<file path="src/hw/rtl/lla_pkg.sv">
// Package for the LED light animator.
// Holds the sequencer state type, register indexes, mode and level codes and constants.
// No dependencies.
package lla_pkg;

    typedef enum logic [2:0] {
        ST_IDLE,
        ST_PHASE,
        ST_FREQ,
        ST_COUNT,
        ST_MOVE,
        ST_BODY,
        ST_SCALE,
        ST_OUT
    } lla_state_t;

    localparam logic [1:0] CFG_MODE     = 2'd0;
    localparam logic [1:0] CFG_LEVEL    = 2'd1;
    localparam logic [1:0] CFG_BRIGHT   = 2'd2;
    localparam logic [1:0] CFG_THROTTLE = 2'd3;

    localparam logic [1:0] MODE_SOLID  = 2'd0;
    localparam logic [1:0] MODE_ROTATE = 2'd1;
    localparam logic [1:0] MODE_GLOW   = 2'd2;

    localparam logic [1:0] LEVEL_OFF  = 2'd0;
    localparam logic [1:0] LEVEL_LOW  = 2'd1;
    localparam logic [1:0] LEVEL_HIGH = 2'd2;

    localparam logic [9:0]  MOVE_NUM   = 10'(31 << 5);
    localparam logic [7:0]  SPON_LOW   = 8'h40;
    localparam logic [7:0]  SPON_HIGH  = 8'hFF;
    localparam logic [15:0] ROUND_HALF = 16'(1 << 4);
    localparam logic [8:0]  FRAC_ONE   = 9'(1 << 6);
    localparam logic [11:0] THR_ROUND  = 12'(1 << 3);
    localparam logic [10:0] BRT_FLOOR  = 11'd32;
    localparam logic [7:0]  FREQ_MAX   = 8'd255;
    localparam logic [7:0]  SPD_MIN    = 8'd4;
    localparam logic [5:0]  SHIFT_MAX  = 6'd36;

endpackage

</file>
<file path="src/hw/rtl/led_light_animator.sv">
// Top level of the LED light animator: config registers, sequencer and shared datapath.
// Depends on lla_pkg.
//
// Each tick transfer yields one result transfer. In solid mode the result is ready in the
// cycle after the tick is taken. In rotate and glow mode the steps are: one multiply for
// the phase, eight divider steps for the move interval, eight divider steps for the shift
// count, one multiply for the move time, four multiplies (a single step with no multiply
// in glow) for the body values and four multiplies for brightness scaling. The steps are
// set by the single shared 16x9 multiplier and the one-bit-per-cycle divider. The input is
// not ready from the tick transfer until the result has been transferred.
module led_light_animator
    import lla_pkg::*;
(
    input  logic        clk,
    input  logic        rst_n,
    input  logic        cfg_valid,
    output logic        cfg_ready,
    input  logic [1:0]  cfg_index,
    input  logic [10:0] cfg_data,
    input  logic        in_valid,
    output logic        in_ready,
    input  logic [15:0] now_ms,
    output logic        out_valid,
    input  logic        out_ready,
    output logic [7:0]  duty_0,
    output logic [7:0]  duty_1,
    output logic [7:0]  duty_2,
    output logic [7:0]  duty_3,
    output logic [7:0]  sponson_level,
    output logic [5:0]  shift_count,
    output logic [7:0]  inserted_level
);

    lla_state_t state_reg, state_next;

    logic [1:0]  mode_reg;
    logic [1:0]  level_reg;
    logic [10:0] bright_reg;
    logic [10:0] throttle_reg;
    logic [7:0]  lmt_reg, lmt_next;

    logic [15:0] now_reg, now_next;
    logic [7:0]  brt_reg, brt_next;
    logic [7:0]  spon_reg, spon_next;
    logic [7:0]  spd_reg, spd_next;
    logic [7:0]  cp_reg, cp_next;
    logic [7:0]  freq_reg, freq_next;
    logic [5:0]  count_reg, count_next;
    logic [7:0]  ins_reg, ins_next;
    logic [7:0]  v_reg [4];
    logic [7:0]  v_next [4];
    logic [7:0]  duty_reg [4];
    logic [7:0]  duty_next [4];
    logic [2:0]  step_reg, step_next;

    logic [7:0]  div_rem_reg, div_rem_next;
    logic [7:0]  div_num_reg, div_num_next;
    logic [7:0]  div_quo_reg, div_quo_next;

    logic [15:0] mul_a;
    logic [8:0]  mul_b;
    logic [24:0] mul_p;

    logic [7:0]  div_den;
    logic [8:0]  div_trial;
    logic [8:0]  div_diff;
    logic        div_ge;
    logic [7:0]  div_rem_step;
    logic [7:0]  div_quo_step;

    logic [7:0]  brt_base;
    logic [7:0]  brt_cfg;
    logic [7:0]  spon_cfg;
    logic [11:0] spd_sum;
    logic [24:0] phase_sum;
    logic [1:0]  rot_idx;
    logic [5:0]  rot_f;
    logic [5:0]  rot_r;
    logic [7:0]  glow_cp;
    logic [7:0]  glow_v;
    logic [15:0] body_sum;
    logic [7:0]  body_term;
    logic [1:0]  body_pos;
    logic        animated;

    assign cfg_ready = 1'b1;
    assign in_ready  = (state_reg == ST_IDLE);
    assign out_valid = (state_reg == ST_OUT);

    assign duty_0         = duty_reg[0];
    assign duty_1         = duty_reg[1];
    assign duty_2         = duty_reg[2];
    assign duty_3         = duty_reg[3];
    assign sponson_level  = spon_reg;
    assign shift_count    = count_reg;
    assign inserted_level = ins_reg;

    assign animated = (mode_reg == MODE_ROTATE) || (mode_reg == MODE_GLOW);

    always_comb
    begin
        brt_base = (bright_reg > BRT_FLOOR) ? bright_reg[10:3] : 8'd0;
        unique case (level_reg)
            LEVEL_LOW:
            begin
                brt_cfg  = brt_base >> 3;
                spon_cfg = SPON_LOW;
            end
            LEVEL_HIGH:
            begin
                brt_cfg  = brt_base;
                spon_cfg = SPON_HIGH;
            end
            default:
            begin
                brt_cfg  = 8'd0;
                spon_cfg = 8'd0;
            end
        endcase
        spd_sum = {1'b0, throttle_reg} + THR_ROUND;
    end

    assign rot_idx = cp_reg[7:6];
    assign rot_f   = cp_reg[5:0];
    assign rot_r   = ~cp_reg[5:0];
    assign glow_cp = cp_reg[7] ? ~cp_reg : cp_reg;
    assign glow_v  = {glow_cp[6:0], 1'b0};

    always_comb
    begin
        mul_a = '0;
        mul_b = '0;
        unique case (state_reg)
            ST_PHASE:
            begin
                mul_a = now_reg;
                mul_b = {1'b0, spd_reg};
            end
            ST_MOVE:
            begin
                mul_a = {10'd0, count_reg};
                mul_b = {1'b0, freq_reg};
            end
            ST_BODY:
            begin
                case (step_reg[1:0])
                    2'd0:
                    begin
                        mul_a = {10'd0, rot_r};
                        mul_b = {3'd0, rot_r};
                    end
                    2'd1:
                    begin
                        mul_a = {10'd0, rot_f};
                        mul_b = {3'd0, rot_r} + FRAC_ONE;
                    end
                    2'd2:
                    begin
                        mul_a = {10'd0, rot_r};
                        mul_b = {3'd0, rot_f} + FRAC_ONE;
                    end
                    default:
                    begin
                        mul_a = {10'd0, rot_f};
                        mul_b = {3'd0, rot_f};
                    end
                endcase
            end
            ST_SCALE:
            begin
                mul_a = {8'd0, v_reg[step_reg[1:0]]};
                mul_b = {1'b0, brt_reg} + 9'd1;
            end
            default:
            begin
                mul_a = '0;
                mul_b = '0;
            end
        endcase
    end

    assign mul_p = {9'd0, mul_a} * {16'd0, mul_b};

    assign phase_sum = mul_p + {16'd0, FRAC_ONE};

    always_comb
    begin
        body_sum = mul_p[15:0] + ROUND_HALF;
        case (step_reg[1:0])
            2'd1:    body_term = body_sum[12:5] + {rot_r, rot_r[5:4]};
            2'd2:    body_term = body_sum[12:5] + {rot_f, rot_f[5:4]};
            default: body_term = body_sum[12:5];
        endcase
        body_pos = rot_idx + step_reg[1:0];
    end

    assign div_den      = (state_reg == ST_FREQ) ? spd_reg : freq_reg;
    assign div_trial    = {div_rem_reg, div_num_reg[7]};
    assign div_ge       = (div_trial >= {1'b0, div_den});
    assign div_diff     = div_trial - {1'b0, div_den};
    assign div_rem_step = div_ge ? div_diff[7:0] : div_trial[7:0];
    assign div_quo_step = {div_quo_reg[6:0], div_ge};

    always_comb
    begin
        state_next   = state_reg;
        lmt_next     = lmt_reg;
        now_next     = now_reg;
        brt_next     = brt_reg;
        spon_next    = spon_reg;
        spd_next     = spd_reg;
        cp_next      = cp_reg;
        freq_next    = freq_reg;
        count_next   = count_reg;
        ins_next     = ins_reg;
        v_next       = v_reg;
        duty_next    = duty_reg;
        step_next    = step_reg;
        div_rem_next = div_rem_reg;
        div_num_next = div_num_reg;
        div_quo_next = div_quo_reg;
        unique case (state_reg)
            ST_IDLE:
            begin
                if (in_valid)
                begin
                    now_next  = now_ms;
                    brt_next  = brt_cfg;
                    spon_next = spon_cfg;
                    spd_next  = spd_sum[11:4];
                    if (animated)
                    begin
                        state_next = ST_PHASE;
                    end
                    else
                    begin
                        duty_next[0] = brt_cfg;
                        duty_next[1] = brt_cfg;
                        duty_next[2] = brt_cfg;
                        duty_next[3] = brt_cfg;
                        count_next   = '0;
                        ins_next     = '0;
                        state_next   = ST_OUT;
                    end
                end
            end
            ST_PHASE:
            begin
                cp_next      = phase_sum[14:7];
                div_rem_next = {6'd0, MOVE_NUM[9:8]};
                div_num_next = MOVE_NUM[7:0];
                div_quo_next = '0;
                step_next    = '0;
                state_next   = ST_FREQ;
            end
            ST_FREQ:
            begin
                div_rem_next = div_rem_step;
                div_num_next = {div_num_reg[6:0], 1'b0};
                div_quo_next = div_quo_step;
                step_next    = step_reg + 3'd1;
                if (step_reg == 3'd7)
                begin
                    freq_next    = (spd_reg < SPD_MIN) ? FREQ_MAX : div_quo_step;
                    div_rem_next = '0;
                    div_num_next = now_reg[7:0] - lmt_reg;
                    div_quo_next = '0;
                    state_next   = ST_COUNT;
                end
            end
            ST_COUNT:
            begin
                div_rem_next = div_rem_step;
                div_num_next = {div_num_reg[6:0], 1'b0};
                div_quo_next = div_quo_step;
                step_next    = step_reg + 3'd1;
                if (step_reg == 3'd7)
                begin
                    count_next = div_quo_step[5:0];
                    state_next = ST_MOVE;
                end
            end
            ST_MOVE:
            begin
                lmt_next   = lmt_reg + mul_p[7:0];
                step_next  = '0;
                state_next = ST_BODY;
            end
            ST_BODY:
            begin
                if (mode_reg == MODE_GLOW)
                begin
                    v_next[0]  = glow_v;
                    v_next[1]  = glow_v;
                    v_next[2]  = glow_v;
                    v_next[3]  = glow_v;
                    ins_next   = glow_v;
                    step_next  = '0;
                    state_next = ST_SCALE;
                end
                else
                begin
                    v_next[body_pos] = body_term;
                    if (body_pos == 2'd3)
                    begin
                        ins_next = body_term;
                    end
                    step_next = step_reg + 3'd1;
                    if (step_reg[1:0] == 2'd3)
                    begin
                        step_next  = '0;
                        state_next = ST_SCALE;
                    end
                end
            end
            ST_SCALE:
            begin
                duty_next[step_reg[1:0]] = mul_p[15:8];
                step_next = step_reg + 3'd1;
                if (step_reg[1:0] == 2'd3)
                begin
                    state_next = ST_OUT;
                end
            end
            ST_OUT:
            begin
                if (out_ready)
                begin
                    state_next = ST_IDLE;
                end
            end
            default:
            begin
                state_next = ST_IDLE;
            end
        endcase
    end

    always_ff @(posedge clk or negedge rst_n)
    begin
        if (!rst_n)
        begin
            state_reg <= ST_IDLE;
        end
        else
        begin
            state_reg <= state_next;
        end
    end

    always_ff @(posedge clk or negedge rst_n)
    begin
        if (!rst_n)
        begin
            mode_reg     <= MODE_SOLID;
            level_reg    <= LEVEL_OFF;
            bright_reg   <= '0;
            throttle_reg <= '0;
            lmt_reg      <= '0;
        end
        else
        begin
            lmt_reg <= lmt_next;
            if (cfg_valid)
            begin
                unique case (cfg_index)
                    CFG_MODE:     mode_reg     <= cfg_data[1:0];
                    CFG_LEVEL:    level_reg    <= cfg_data[1:0];
                    CFG_BRIGHT:   bright_reg   <= cfg_data;
                    CFG_THROTTLE: throttle_reg <= cfg_data;
                    default:      mode_reg     <= mode_reg;
                endcase
            end
        end
    end

    always_ff @(posedge clk)
    begin
        now_reg     <= now_next;
        brt_reg     <= brt_next;
        spon_reg    <= spon_next;
        spd_reg     <= spd_next;
        cp_reg      <= cp_next;
        freq_reg    <= freq_next;
        count_reg   <= count_next;
        ins_reg     <= ins_next;
        v_reg       <= v_next;
        duty_reg    <= duty_next;
        step_reg    <= step_next;
        div_rem_reg <= div_rem_next;
        div_num_reg <= div_num_next;
        div_quo_reg <= div_quo_next;
    end

    a_ready_excl: assert property (@(posedge clk) disable iff (!rst_n)
        !(in_ready && out_valid))
        else $error("input ready while a result is pending");

    a_busy_after_take: assert property (@(posedge clk) disable iff (!rst_n)
        (in_valid && in_ready) |=> !in_ready)
        else $error("input ready right after a tick transfer");

    a_count_range: assert property (@(posedge clk) disable iff (!rst_n)
        out_valid |-> (shift_count <= SHIFT_MAX))
        else $error("shift count out of range");

    a_spon_codes: assert property (@(posedge clk) disable iff (!rst_n)
        out_valid |-> (sponson_level == 8'd0 || sponson_level == SPON_LOW
                       || sponson_level == SPON_HIGH))
        else $error("sponson level is not a defined intensity");

    a_freq_floor: assert property (@(posedge clk) disable iff (!rst_n)
        (state_reg == ST_COUNT) |-> (freq_reg != 8'd0))
        else $error("zero move interval used as divisor");

endmodule

</file>
<file path="config.mk">
export PLATFORM = sky130hd
export DESIGN_NAME = led_light_animator
export DESIGN_NICKNAME = d
export VERILOG_FILES = /design/src/hw/rtl/lla_pkg.sv /design/src/hw/rtl/led_light_animator.sv
export SDC_FILE = /design/constraint.sdc
export NUM_CORES = 1
export LEC_CHECK = 0
export BUFFER_PORTS_ARGS = -buffer_cell sky130_fd_sc_hd__buf_4
export CAP_MARGIN = 20
export CORE_MARGIN = 2
export CORE_UTILIZATION = 40
export CTS_BUF_LIST = sky130_fd_sc_hd__clkbuf_8
export DETAILED_ROUTE_END_ITERATION = 10
export SETUP_SLACK_MARGIN = 0.02
export SKIP_LAST_GASP = 1
export SLEW_MARGIN = 20
export SYNTH_ARGS = -nofsm -noshare
export SYNTH_HDL_FRONTEND = slang
export SYNTH_SLANG_ARGS = --single-unit
</file>
<file path="constraint.sdc">
create_clock -name clk -period 17 [get_ports clk]
set_input_delay 5.1 -clock clk [delete_from_list [all_inputs] [get_ports clk]]
set_output_delay 5.1 -clock clk [all_outputs]
set_load 0.03 [all_outputs]
</file>
==> flow_summary_export.csv <==
group,metric,value,unit
die,initial_core_util,0.408,
final_layout,layout_commonest_cell,"edfxtp_1",
route,drt-total-wl,32500,um
global_routing,grt_max_degree,40,
timing,fmax,109,MHz
clocking,cts_buffer_depth,2,
timing,maxSlewViolCount,0,
outcome,status,"finished clean",
clocking,clk_pin_slew,0.10,ns
route,wl_per_cell,19.5,um
setup_path,crit_path_max_incr_delay,0.94,ns
clocking,cts_setup_buffers,0,
setup_path,worstReg2RegStart,"state_reg[1]",
timing,final.period_utilization,0.541,
clocking,root_buffer,"clkbuf_8",
logic_synthesis,synth_sequential_area_ratio,0.424,
die,die_y,184,um
timing,hold_violations,0,
final_layout,fill_cells,2985,
global_routing,antenna_found_initial,0,
route,ant_nets,0,
route,first_iter_violations,690,
final_layout,largest_register_ffs,32,
clocking,numClockSinks,188,
logic_synthesis,synth_adder_area_share,0.176,
final_layout,n_antenna_cell,0,
clocking,clk_latency,0.50,ns
setup_path,worstRegToRegCells,28,
setup_path,cp-end-kind,"register",
setup_path,crit_slowest_cell,"dfrtp_1",
final_layout,multi_input_area,6840,um2
die,ios,91,
global_routing,track_usage,0.201,
timing,finalSetupTns,0,ns
die,core,31600,um2
route,vias_per_cell,5.37,
logic_synthesis,synth-seq-cells,188,
logic_synthesis,synth.area.mux_share,0.0532,
setup_path,r2r_end,"inserted_level[7]",
place,dp_hpwl,25500,um
die,dieArea,33700,um2
clocking,holdBufCountCts,0,
clocking,post_cts_resized,0,
logic_synthesis,syn_inst,1190,
timing,rsz0062_at_grt,"false",
logic_synthesis,yosys_warnings,0,
logic_synthesis,async_reset_ff_frac,0.181,
hold_path,holdPathEnd,"freq_reg[7]",
timing,setup_viol_count_final,0,
logic_synthesis,synth_top_family_by_area,"adder cells",
final_layout,nets,1428,
logic_synthesis,synth_compound_area_frac,0.0967,
logic_synthesis,syn-num-nets,1363,
setup_path,rrSetupSlack,7.81,ns
place,io_buffers,89,
timing,skew,0.0242,ns
logic_synthesis,synth-xor-area-share,0.0679,
hold_path,hold_depth,1,
logic_synthesis,synth_cell_type_count,67,
setup_path,startpoint_type,"register",
setup_path,cp.arrival,9.41,ns
global_routing,grt_pass1_vias,9044,
setup_path,required,17.22,ns
clocking,cts_buffers,17,
final_layout,drive_above_1_share,0.145,
final_layout,seq_area,5480,um2
route,drc,0,
hold_path,hold_start,"div_quo_reg[6]",
route,vias,8962,
global_routing,overflow,0,
timing,relSlewSlack,0.346,
hold_path,hold_path_class,"register to register",
timing,fin_crit,9.19,ns
global_routing,grt_first_pass_wirelength,51000,um
route,drt_pass1_iterations,6,
timing,worst_pin_slew,0.981,ns
logic_synthesis,synth_edf_count,154,
clocking,cts_tree,"built",
logic_synthesis,syn_avg_cell_area,10.9,um2
final_layout,syn_to_final_growth,10.8,%
setup_path,crit_fanout,27,
run,maxCapViolations,0,
die,rows,65,
final_layout,most-common-layout-cells,"edfxtp_1 (154), nor2_1 (118), nand2_1 (106), inv_1 (106), buf_4 (96)",
clocking,cts_max_level,4,
logic_synthesis,yosys.area_share.simple,0.133,
setup_path,crit_type,"register to register",
logic_synthesis,ys.flop_type,"edfxtp_1",
place,globalplace.congestion,0.920,
die,die_w,184,um
logic_synthesis,syn_area,12900,um2
## cells by family after synthesis
logic type | count (synthesis)
simple gates | 368
compound gates | 191
flops | 188
buf+inv | 155
fa+ha+maj | 139
xor+xnor | 93
mux | 55
other cells | 1
## critical path: cells and delay by family, from the launching register on
family	cells	cell delay (ns)
fa+ha+maj	7	2.61
simple gates	8	2.04
compound gates	5	1.50
xor+xnor	4	1.02
flops	1	0.94
buf+inv	4	0.79
## cells in the mapped netlist, types with 10 or more instances
cell | count | area [um2]
nand2_1 | 106 | 398
edfxtp_1 | 154 | 4620
a22oi_1 | 14 | 105
xnor2_1 | 58 | 508
dfrtp_1 | 34 | 851
nand2b_1 | 22 | 138
inv_1 | 104 | 390
xor2_1 | 30 | 263
mux2_2 | 29 | 327
fa_1 | 71 | 1420
o21bai_1 | 10 | 75.1
clkbuf_1 | 27 | 101
nor2b_1 | 18 | 113
a21o_1 | 26 | 195
o21ai_0 | 46 | 230
ha_1 | 68 | 851
a21oi_1 | 42 | 210
and2_1 | 21 | 131
buf_2 | 10 | 50.1
nand3_1 | 25 | 125
nor3_1 | 19 | 95.1
nor2_1 | 119 | 447
mux2i_1 | 18 | 180
## how the worst max path moves through the flow
stage,from,to,slack (ns),cells after the start
3_5_place_dp,state_reg[1],inserted_level[7],7.95,28
2_1_floorplan,step_reg[0],v_reg[23],9.18,32
3_3_place_gp,state_reg[1],inserted_level[7],8.13,28
5_1_grt,state_reg[1],v_reg[31],7.12,28
4_1_cts,state_reg[1],inserted_level[7],7.92,28
6_report,state_reg[1],inserted_level[7],7.81,28
## routing by layer
metal  track usage  share of wire  vias up
li1              -              -     4214
met2         0.330           0.48      219
met4        0.0701          0.027        0
met5             0              0        -
met1         0.271           0.44     4490
met3        0.0341          0.050       39
## per-stage QoR
stage | std cells | instance area (um2) | util | setup WS [ns] | hold WS (ns)
finish | 1669 | 14300 | 0.452 | 7.81 | 0.506
global route | 1669 | 14300 | 0.452 | 7.12 | 0.524
CTS | 1669 | 14300 | 0.452 | 7.92 | 0.508
detailed placement | 1638 | 13900 | 0.440 | 7.95 | 0.483
global placement | 1638 | 13900 | 0.440 | 8.13 | 0.487
floorplan | 1190 | 12900 | - | 9.18 | 0.464
## cell type report
class | instances | area share
inverter | 105 | 0.0275
clock inverter | 14 | 0.0101
timing repair buffer | 96 | 0.0504
multi-input combinational | 847 | 0.478
sequential | 188 | 0.383
tap | 402 | 0.0351
clock buffer | 17 | 0.0164
Power is not shown: default switching activity piles up to over one toggle a cycle in this logic, so the estimate is an artifact.
